==> config.mk <==
export PLATFORM = sky130hd
export DESIGN_NAME = cpc_ram
export DESIGN_NICKNAME = d
export VERILOG_FILES = /design/src/design/cpc_ram.sv
export SDC_FILE = /design/constraint.sdc
export NUM_CORES = 1
export LEC_CHECK = 0
export ABC_AREA = 1
export BUFFER_PORTS_ARGS = -buffer_cell sky130_fd_sc_hd__buf_4
export CAP_MARGIN = 20
export CORE_MARGIN = 3
export CORE_UTILIZATION = 57
export CTS_CLUSTER_DIAMETER = 150
export DETAILED_ROUTE_END_ITERATION = 12
export PLACE_DENSITY_LB_ADDON = 0.05
export SLEW_MARGIN = 20
export SYNTH_ARGS = -nofsm -noshare
export SYNTH_HDL_FRONTEND = slang
export SYNTH_SLANG_ARGS = --single-unit
==> constraint.sdc <==
create_clock -name clk -period 1.8 [get_ports clk]
set_input_delay 0.09 -clock clk [delete_from_list [all_inputs] [get_ports clk]]
set_output_delay 0.09 -clock clk [all_outputs]
set_load 0.01 [all_outputs]
==> src/design/cpc_ram.sv <==
module cpc_ram #(
  parameter int WIDTH  = 8,
  parameter int DEPTH  = 64,
  parameter int ADDR_W = 6
) (
  input  logic              clk,
  input  logic              we,
  input  logic [ADDR_W-1:0] waddr,
  input  logic [WIDTH-1:0]  wdata,
  input  logic              re,
  input  logic [ADDR_W-1:0] raddr,
  output logic [WIDTH-1:0]  rdata
);

  logic [WIDTH-1:0] mem [DEPTH];

  // one write port, one registered read port
  always_ff @(posedge clk) begin
    if (we) begin
      mem[waddr] <= wdata;
    end
    if (re) begin
      rdata <= mem[raddr];
    end
  end

endmodule

# Word-level counts from Yosys, hierarchy flattened
# Memory sizes are Yosys's and may differ from the RTL's. A register that Yosys moved wholly into a read port is not among the register bits.
# Cells that the tools add are included.
[word_totals]
input_bits = 23
n_memories = 1
word_cells = 3
regBits = 0
ramBits = 512
[memory_table]
columns = ["memory", "depth", "word_bits", "rd", "rd_clocked_by_memory_dff", "wr", "line", "rtl"]
rows = [
  ["mem", 64, 8, 1, 1, 1, "15", "logic [WIDTH-1:0] mem [DEPTH];"],
]
[classes]
muxes = 2
[op_table]
columns = ["operator", "n"]
rows = [
  ["$mux 1", 2],
]

# Longest topological paths before layout
[logic_depth]
ltp_word = 2
depth_mapped = 12
depth_no_buf = 9

# Worst setup path after synthesis
# No wires, ideal clock.
[synth_path]
kind = "input -> register"
startpoint = "in we"
endpoint = "mem mem[48][0], enable pin"
path_buffers = 1
path_slack_ns = -0.056
setup_ns = 0.395
required_time_ns = 1.405
cell_stages = 3
t_arrival_ns = 1.461
path_cell_list = "clkbuf_1 > nand4_1 > nor4_1"
[synth_via]
elab_chain_len = 2
[synth_lines]
columns = ["item", "line", "rtl"]
rows = [
  ["from (decl)", "7", "input logic we,"],
  ["$mux 1", "19", "if (we) begin"],
  ["$mux 1 (not written as such)", "20", "mem[waddr] <= wdata;"],
  ["to (decl)", "15", ""],
]
# No other way between the ends.

==> impl_metrics.json <==
{
  "drv_slew": 0,
  "grt_max_degree": 65,
  "cts_tree": "built",
  "fin_ws_ns": 0.213,
  "worstRegToRegCells": 8,
  "synth_cell_types": 15,
  "cts_resized": 0,
  "dp_hpwl_mm": 33.7,
  "start_util_pct": 58.2,
  "cts_hold_buf": 10,
  "cts_made_buffers": 51,
  "timing.critical_path.slowest_stage_cell": "dlygate4sd3_1",
  "diodes": 0,
  "setup_viol": 0,
  "cts_root_buf": "clkbuf_16",
  "grt_antenna_before_repair": 0,
  "antenna_left": 0,
  "clk_pin_slew_ns": 0.06,
  "p_leak_nw": 8.94,
  "p_int_mw": 19.3,
  "layout.cells.non_filler": 2422,
  "clk_latency_ns": 0.59,
  "cp_max_fo": 17,
  "syn-mean-instance-area_sq_um": 11.9,
  "worstMarginPinSlew_ns": 0.689,
  "gr-usage-all-layers_pct": 28.1,
  "fmax_mhz": 630,
  "setup.worst_path.end": "rdata[1]$_DFFE_PP_",
  "fin_nets": 1937,
  "crit_cells": 6,
  "num_vias": 14100,
  "min_path_type": "input port to flip-flop",
  "p_comb_share_pct": 7.0,
  "totalWireLength_mm": 55.2,
  "grt.overflow.total": 0,
  "regToRegEndpoint": "rdata[1]$_DFFE_PP_",
  "synth_top_area_cell": "edfxtp_1",
  "clock_sinks": 520,
  "r2r_start": "mem[39][1]$_DFFE_PP_",
  "crit_required_ns": 2.14,
  "die_height_um": 200,
  "drt_iter0_drc": 1559,
  "stdcell_area_sq_um": 24300,
  "synth_area_leaders": "edfxtp_1 73%, nand2_1 11%, nand3_1 10%, buf_6 1.8%, nor2_1 0.98%",
  "p_clk_share_pct": 38.8,
  "syn-cell-area_sq_um": 21400,
  "startpoint": "raddr[4]",
  "status": "completed",
  "synth_top_area_share_pct": 72.9,
  "worstPathArrival_ns": 1.93,
  "crit_chain": "dlygate4sd3_1 -> buf_4 -> inv_1 -> nand3_1 -> nand3_1 -> nand2_1",
  "wire_per_inst_um": 22.8,
  "clk_path_buf_depth": 3,
  "irDropWorstVdd_mv": 0.874,
  "placed_cells": 2319,
  "slew_headroom_pct": 54.0,
  "seq_area_frac_synth_pct": 72.9,
  "p_sw_mw": 5.54,
  "rsz0062_at_grt": "false",
  "nFillCells": 2801,
  "synthToLayoutAreaGrowth_pct": 13.4,
  "cellPowerDensity_nw_per_um2": 1020,
  "cts_setup_buffers": 0,
  "critPathMaxStageDelay_ns": 0.55,
  "start_kind": "input port",
  "ys_warn_count": 0,
  "die_area_sq_um": 39900,
  "dp_worst_setup_slack_ns": -0.0529,
  "layout_min_cycle_time_ns": 1.59,
  "drive_above_1_share_pct": 11.3,
  "drv_cap": 0,
  "synth_nets": 1828,
  "switching_share_pct": 22.3,
  "rrSetupSlack_ns": 0.26,
  "post-route-drc-count": 0,
  "crit_family": "buffers and inverters",
  "skew_ns": 0.0117,
  "end_kind": "flip-flop",
  "gp_congestion": 0.896,
  "setup-tns-final_ns": 0,
  "syn_inst": 1805,
  "crit_buf_inv": 3,
  "drt_pass1_iterations": 6,
  "portBuffers": 30,
  "period_share_pct": 88.2,
  "htreeDepth": 2,
  "coreArea_sq_um": 36800,
  "grt_pass1_vias": 13600,
  "vias_per_cell": 5.83,
  "fp.dieW_um": 200,
  "dpl_cell_area_sq_um": 22700,
  "hold_viol_final": 0,
  "ios": 31,
  "utilization_pct": 66.0,
  "cp_common_cell": "nand3_1",
  "pwr-share-seq_pct": 54.2,
  "grt_pass1_wl_mm": 83.7,
  "ys_seq_elements": 520,
  "row_count": 70,
  "critPathKind": "input port to flip-flop"
}
==> synthesized netlist by cell type (all sizes together) <==
master,n
nor2,56
nand3,439
inv,12
buf,98
nand4,9
nand2,648
clkbuf,15
edfxtp,520
nor4,8
==> sequential cells by signal (all words and copies together), names as in the netlist <==
name,count
mem,512
rdata,8
==> logic make-up (layout without fill, tap and decap cells) <==
group | after synthesis | after routing | synth area share [%]
simple gates | 1160 | 1160 | 23.1
flops | 520 | 520 | 72.9
buf+inv | 125 | 274 | 4.01
==> per-stage QoR <==
| stage | hold WS, ns | total power [mW] |
|---|---|---|
| 6_report | 0.0420 | 24.9 |
| 3_5_place_dp | 0.440 | 15.4 |
| 3_3_place_gp | 0.446 | 15.4 |
| 4_1_cts | 0.0325 | 25.0 |
| 2_1_floorplan | 0.189 | 14.7 |
| 5_1_grt | 0.0436 | 25.7 |
==> power groups by stage <==
stage	Clock, mW	Sequential (mW)	Combinational (mW)
after floorplan	0	13.7	0.942
after global placement	0	13.7	1.70
after detailed placement	0	13.7	1.71
after CTS	9.81	13.5	1.74
after global routing	10.3	13.5	1.89
final	9.65	13.5	1.74
==> routing by layer <==
metal | up-vias | GRT usage [%] | wire (um)
met3 | 90 | 4.83 | 5150
met1 | 6789 | 42.0 | 23200
met5 | - | 0 | 0
met4 | 0 | 7.11 | 1340
li1 | 6576 | - | -
met2 | 658 | 43.9 | 25500
==> placed cells by master, fill, tap and decap left out <==
| cell type | Yosys | layout |
|---|---|---|
| clkbuf_16 | 0 | 53 |
| inv_6 | 1 | 1 |
| nand4_1 | 9 | 9 |
| dlygate4sd3_1 | 0 | 10 |
| nor2_1 | 56 | 56 |
| clkbuf_1 | 15 | 20 |
| inv_4 | 0 | 1 |
| buf_6 | 35 | 1 |
| inv_1 | 10 | 9 |
| edfxtp_1 | 520 | 520 |
| nand2_1 | 648 | 648 |
| buf_4 | 14 | 134 |
| nor4_1 | 8 | 8 |
| buf_12 | 0 | 24 |
| clkinv_1 | 0 | 14 |
| clkinv_2 | 0 | 6 |
| inv_2 | 1 | 1 |
| nand3_1 | 439 | 439 |
==> how the worst min path moves through the flow <==
stage	from	end	slack [ns]	cells past startpoint
detailed placement	re	rdata[4]$_DFFE_PP_	0.44	1
floorplan	wdata[0]	mem[0][0]$_DFFE_PP_	0.19	0
finish	wdata[5]	mem[58][5]$_DFFE_PP_	0.04	2
global placement	re	rdata[4]$_DFFE_PP_	0.45	1
CTS	wdata[5]	mem[58][5]$_DFFE_PP_	0.03	2
global route	wdata[5]	mem[58][5]$_DFFE_PP_	0.04	2
==> layout make-up <==
class                      instances  area (sq um)  share of cell area [%]
timing repair buffer             169          1600                    6.58
tap                              468           586                    2.41
sequential                       520         15600                    64.3
inverter                          12          52.6                   0.216
clock buffer                      73          1400                    5.77
multi-input combinational       1160          4950                    20.4
clock inverter                    20          82.6                   0.340
Note: power is estimated with default switching activity, not from simulation.
