`src/design/cpc_pkg.sv`:
```
package cpc_pkg;

  // sizing
  localparam int POOL_DEPTH = 64;
  localparam int PAGE_BITS  = 52;
  localparam int ADDR_W     = (POOL_DEPTH > 1) ? $clog2(POOL_DEPTH) : 1;
  localparam int CNT_W      = 7;
  localparam int PAGE_W     = 52;
  localparam int TIME_W     = 64;
  localparam int TOT_W      = 64;
  localparam int STORE_W    = TIME_W + PAGE_W;

  // page numbers are cut to PAGE_BITS before use
  localparam logic [PAGE_W-1:0] PAGE_MASK =
    (PAGE_BITS >= PAGE_W) ? {PAGE_W{1'b1}} :
    ((PAGE_W'(1) << PAGE_BITS) - PAGE_W'(1));

  // input modes
  localparam logic [1:0] MODE_ACQ   = 2'd0;
  localparam logic [1:0] MODE_REL   = 2'd1;
  localparam logic [1:0] MODE_PURGE = 2'd2;

  // result kinds
  localparam logic [1:0] KIND_ACQ    = 2'd0;
  localparam logic [1:0] KIND_REL    = 2'd1;
  localparam logic [1:0] KIND_PURGED = 2'd2;
  localparam logic [1:0] KIND_NONE   = 2'd3;

  // result word
  typedef struct packed {
    logic [1:0]        kind;
    logic              hit;
    logic              to_system;
    logic [PAGE_W-1:0] page;
    logic [CNT_W-1:0]  cached;
    logic [CNT_W-1:0]  seq;
    logic              last;
  } res_t;

endpackage

```
`src/design/cpc_age_unit.sv`:
```
module cpc_age_unit (
  input  logic                      clk,
  input  logic [cpc_pkg::TIME_W-1:0] now_time,
  input  logic [cpc_pkg::TIME_W-1:0] stamp,
  input  logic [cpc_pkg::TIME_W-1:0] limit,
  output logic                      expired_r
);

  logic [cpc_pkg::TIME_W-1:0] age;
  logic                       expired_nxt;

  // wrapping age, then compare against the idle limit
  always_comb begin
    age         = now_time - stamp;
    expired_nxt = (age >= limit);
  end

  always_ff @(posedge clk) begin
    expired_r <= expired_nxt;
  end

endmodule

```
`config.mk`:
```
export PLATFORM = sky130hd
export DESIGN_NAME = cpc_age_unit
export DESIGN_NICKNAME = d
export VERILOG_FILES = /design/src/design/cpc_pkg.sv /design/src/design/cpc_age_unit.sv
export SDC_FILE = /design/constraint.sdc
export NUM_CORES = 1
export LEC_CHECK = 0
export ABC_AREA = 1
export BUFFER_PORTS_ARGS = -buffer_cell sky130_fd_sc_hd__buf_2
export CORE_UTILIZATION = 50
export DETAILED_ROUTE_END_ITERATION = 7
export HOLD_SLACK_MARGIN = 0.02
export PLACE_DENSITY = 0.76
export SYNTH_ARGS = -nofsm -noshare
export SYNTH_HDL_FRONTEND = slang
export SYNTH_SLANG_ARGS = --single-unit
```
`constraint.sdc`:
```
create_clock -name clk -period 7.3 [get_ports clk]
set_clock_uncertainty 0.15 [all_clocks]
set_input_delay 0.365 -clock clk [delete_from_list [all_inputs] [get_ports clk]]
set_output_delay 0.365 -clock clk [all_outputs]
set_load 0.01 [all_outputs]
```
; After elaboration in Yosys (flattened, before gate mapping)
; Index checks and enable logic that the tools add are counted.
[op_classes]
n_addsub = 1
n_mul = 0
div = 0
order_cmp = 1
eq_ne = 0
shifts = 0
mux = 0
bitwise = 0
reduce_logical = 0
[op_table]
columns = operator, count
row1 = greater-or-equal comparator 64 bit, 1
row2 = subtractor 64 bit, 1
[word_totals]
register_bits = 1
latchBits = 0
ramBits = 0
rom_bits = 0
in_bits = 193
out_inout_bits = 1
elab_cells = 3
mem_count = 0

; Logic depth before layout (Yosys ltp)
[logic_depth]
word_depth = 2
depth_mapped = 27
depth_no_buf = 27

; Worst setup path before layout
; OpenSTA, ideal clock, no wires.
[synth_timing]
path_type = input to register
start = input now_time[0] in the netlist's numbering
end = register expired_r
setup_time_ns = 0.058
arrival_time_ns = 2.749
t_required_ns = 7.092
slack_ns = 4.343
cell_stages = 25
n_path_buf = 0
path_cell_list = inv_1 > ha_1 > inv_1 > fa_1 > nand3_1 > nand3_2 > nand2_1 > nand2_1 > nand2_1 > nand2_2 > nand2_1 > nand2_2 > nand2_1 > nand2_1 > nand2_1 > nand2_1 > ha_1 > nand2_1 > nor2_1 > nand2_1 > inv_1 > nand2_1 > nor4b_1 > nand2_1 > nand2_1
[synth_between]
elab_chain_len = 2
[synth_rtl]
columns = element, line
row1 = from (decl), cpc_age_unit.sv:3  ; input logic [cpc_pkg::TIME_W-1:0] now_time,
row2 = subtractor 64 bit, cpc_age_unit.sv:14  ; age = now_time - stamp;
row3 = greater-or-equal comparator 64 bit, cpc_age_unit.sv:15  ; expired_nxt = (age >= limit);
row4 = named net expired_nxt, cpc_age_unit.sv:10  ; logic expired_nxt;
row5 = to (signal assigned), cpc_age_unit.sv:19  ; expired_r <= expired_nxt;
row6 = to (decl), cpc_age_unit.sv:6  ; output logic expired_r
; The timed path passes the listed nets, and every way through them passes these cells.

; Final worst setup path
; Ends and elaborated chain as after synthesis.

==> flow_metrics.py <==
metrics = {
    "finish": {
        "top_register": "expired_r",
        "nFillCells": 1649,
        "final_nets": 2049,
        "design_area_mm2": 0.008881,
        "area_delta_synth_final_pct": 15.56,
        "seq_area_um2": 20.02,
        "largest_register_ffs": 1,
        "final_core_util": 0.6019,
        "diodes": 0,
        "multi_input_area_mm2": 0.006073,
        "largestRegisters": "expired_r: 1 flops",
        "final_layout_size_suffix_gt1_frac": 0.1622,
    },
    "timing": {
        "rsz0062_at_grt": "no",
        "fin_setup_tns_ns": 0,
        "finalSetupViolCount": 0,
        "fin_crit_ns": 3.662,
        "tightestPinTransition_ns": 0.4369,
        "slew_headroom": 0.7087,
        "hold_ws_ns": 0.6263,
        "final_max_slew_viol_count": 0,
        "min_period_over_period": 0.5017,
        "timing.fmax_mhz": 273.0,
        "hold_viol": 0,
    },
    "setup_path": {
        "startpoint_type": "input port",
        "cp_common_cell": "nand2_1",
        "slowest_delay_ns": 0.43,
        "path_class": "input port to flip-flop",
        "cp.arrival_ns": 3.45,
        "cp-end-kind": "flip-flop",
        "crit_chain": "buf_2 > inv_1 > ha_1 > inv_1 > fa_1 > nand3_1 > nand3_2 > nand2_1 > nand2_1 > nand2_1 > nand2_2 > nand2_1 > nand2_2 > xor2_1 > ha_1 > nand2_1 > nor2_1 > nand2_1 > nor4_1 > nand2_1 > nand2_1 > nand2_1 > nand2_1",
        "slowest_stage": "fa_1",
        "worstPathMaxFanout": 4,
        "required_ns": 7.09,
    },
    "die": {
        "dieArea_mm2": 0.01587,
        "io_pins": 194,
        "floorplan.rows": 44,
        "die_w_um": 126.0,
        "chipHeight_um": 126.0,
        "start_util": 0.5209,
        "core-area_mm2": 0.01475,
    },
    "route": {
        "wl_per_cell_um": 13.76,
        "wl_met1_mm": 12.84,
        "drt-total-wl_mm": 26.28,
        "drtPass1Iterations": 6,
        "wl_met2_mm": 10.95,
        "met3_length_mm": 2.266,
        "drc": 0,
        "drtIter0Drc": 672,
        "vias": 9397,
        "via_per_inst": 4.920,
        "highest_layer": "met4",
        "detail-route-antenna-nets": 0,
    },
    "synthesis": {
        "syn_area_mm2": 0.007685,
        "synthDistinctLibCells": 31,
        "yosysMostFrequentCell": "nand2_1",
        "synth.ff_latch_count": 1,
        "seq_area_frac_synth": 0.002605,
        "synth_edf_count": 0,
        "synth_nets": 1854,
        "avgSynthCellArea_um2": 5.013,
        "synth_warnings": 0,
        "yosysTopAreaCell": "nand2_1",
        "netlist_top_cells_count": "nand2_1, inv_1, ha_1",
        "synth_top_cell_area_share": 0.2755,
        "postSynthCellCount": 1533,
        "dominantRegCellSynth": "dfxtp_1",
        "synthTopCellsByArea": "nand2_1, ha_1, inv_1",
        "synthArstFlopShare": 0,
    },
    "global_route": {
        "grt_pass1_wl_mm": 42.19,
        "first_global_vias": 8556,
        "antenna_found_initial": 0,
        "gr-usage-all-layers": 0.3319,
        "grt_max_degree": 7,
        "grt_remaining_overflow": 0,
    },
    "placement": {
        "place.gp.congestion": 1.042,
        "placed_cell_area_mm2": 0.008881,
        "io_buffers": 193,
        "hpwl_mm": 24.05,
    },
    "clock_tree": {
        "cts_setup_buffers": 0,
        "clk_pin_slew_ns": 0,
        "ctsHoldBuffers": 0,
        "cts.repair.resized": 0,
    },
    "power_and_ir_drop": {
        "powerDensity_mw_per_mm2": 85.07,
        "leakagePower_nw": 6.252,
        "ir_drop_mv": 0.04777,
    },
    "job": {
        "cap_violations": 0,
    },
    "worst_hold_path": {
        "hp-class": "flip-flop to output port",
    },
    "status": {
        "status": "complete, no violations",
    },
}
## final timing paths
kind	start	endpoint	slack, ns	depth (start not counted)
max	now_time[0]	expired_r$_DFF_P_	3.64	23
min	expired_r$_DFF_P_	expired_r	0.63	1
## worst max-delay path: cells and delay by family
kind	cells	cell delay, ns
XOR/XNOR	1	0.20
adder cells (fa/ha/maj)	3	0.88
AND/OR/NAND/NOR	16	1.77
buffers and inverters	3	0.22
## cells by family (layout without fill, tap and decap cells)
kind of cell | Yosys count | after routing | share of synthesized area
simple gates | 819 | 819 | 0.4534
flops | 1 | 1 | 0.002605
fa+ha+maj | 128 | 128 | 0.2094
compound gates | 121 | 121 | 0.08189
buf+inv | 424 | 617 | 0.2071
xor+xnor | 40 | 40 | 0.04559
## area by class of cell
type / count / share of cell area
inverter: 424 / 0.1792
multi-input combinational: 1108 / 0.6839
sequential: 1 / 0.002254
tap: 184 / 0.02592
timing repair buffer: 193 / 0.1088
## metrics by stage
step	total power, W	worst slack, ns	cells
after CTS	0.0007444	3.696	1910
final	0.0007555	3.638	1910
after global routing	0.0008523	3.319	1910
after detailed placement	0.0007405	3.702	1910
after floorplan	0.0005088	4.343	1533
after global placement	0.0007316	3.782	1910
## cell usage in the layout (no fill, tap or decap), drive strengths merged
cell type | synthesis | routed
a21o | 1 | 1
nor2 | 140 | 140
o21ai | 28 | 28
o211ai | 2 | 2
and2 | 3 | 3
buf | 0 | 193
o21bai | 4 | 4
a21oi | 85 | 85
nand2 | 590 | 590
nand4 | 12 | 12
clkinv | 1 | 1
nand3b | 1 | 1
xnor2 | 1 | 1
nor4b | 1 | 1
nor4 | 1 | 1
nand3 | 59 | 59
dfxtp | 1 | 1
fa | 1 | 1
ha | 127 | 127
xor2 | 39 | 39
o21a | 1 | 1
inv | 423 | 423
nor3 | 12 | 12
## power by group
group / switching (W) / internal [W] / leakage, nW / total [W]
combinational: 0.000477 / 0.000271 / 6.24 / 0.000748
sequential: 0.000000480 / 0.00000720 / 0.00841 / 0.00000768
clock: 0 / 0 / 0 / 0
total: 0.000477 / 0.000278 / 6.25 / 0.000755
## layer usage
metal | global-route usage | vias to the layer above
met4 | 0.02764 | 0
li1 | - | 4955
met5 | 0 | -
met2 | 0.5330 | 382
met1 | 0.4950 | 4037
met3 | 0.02761 | 23
(Power assumes the default switching activity.)
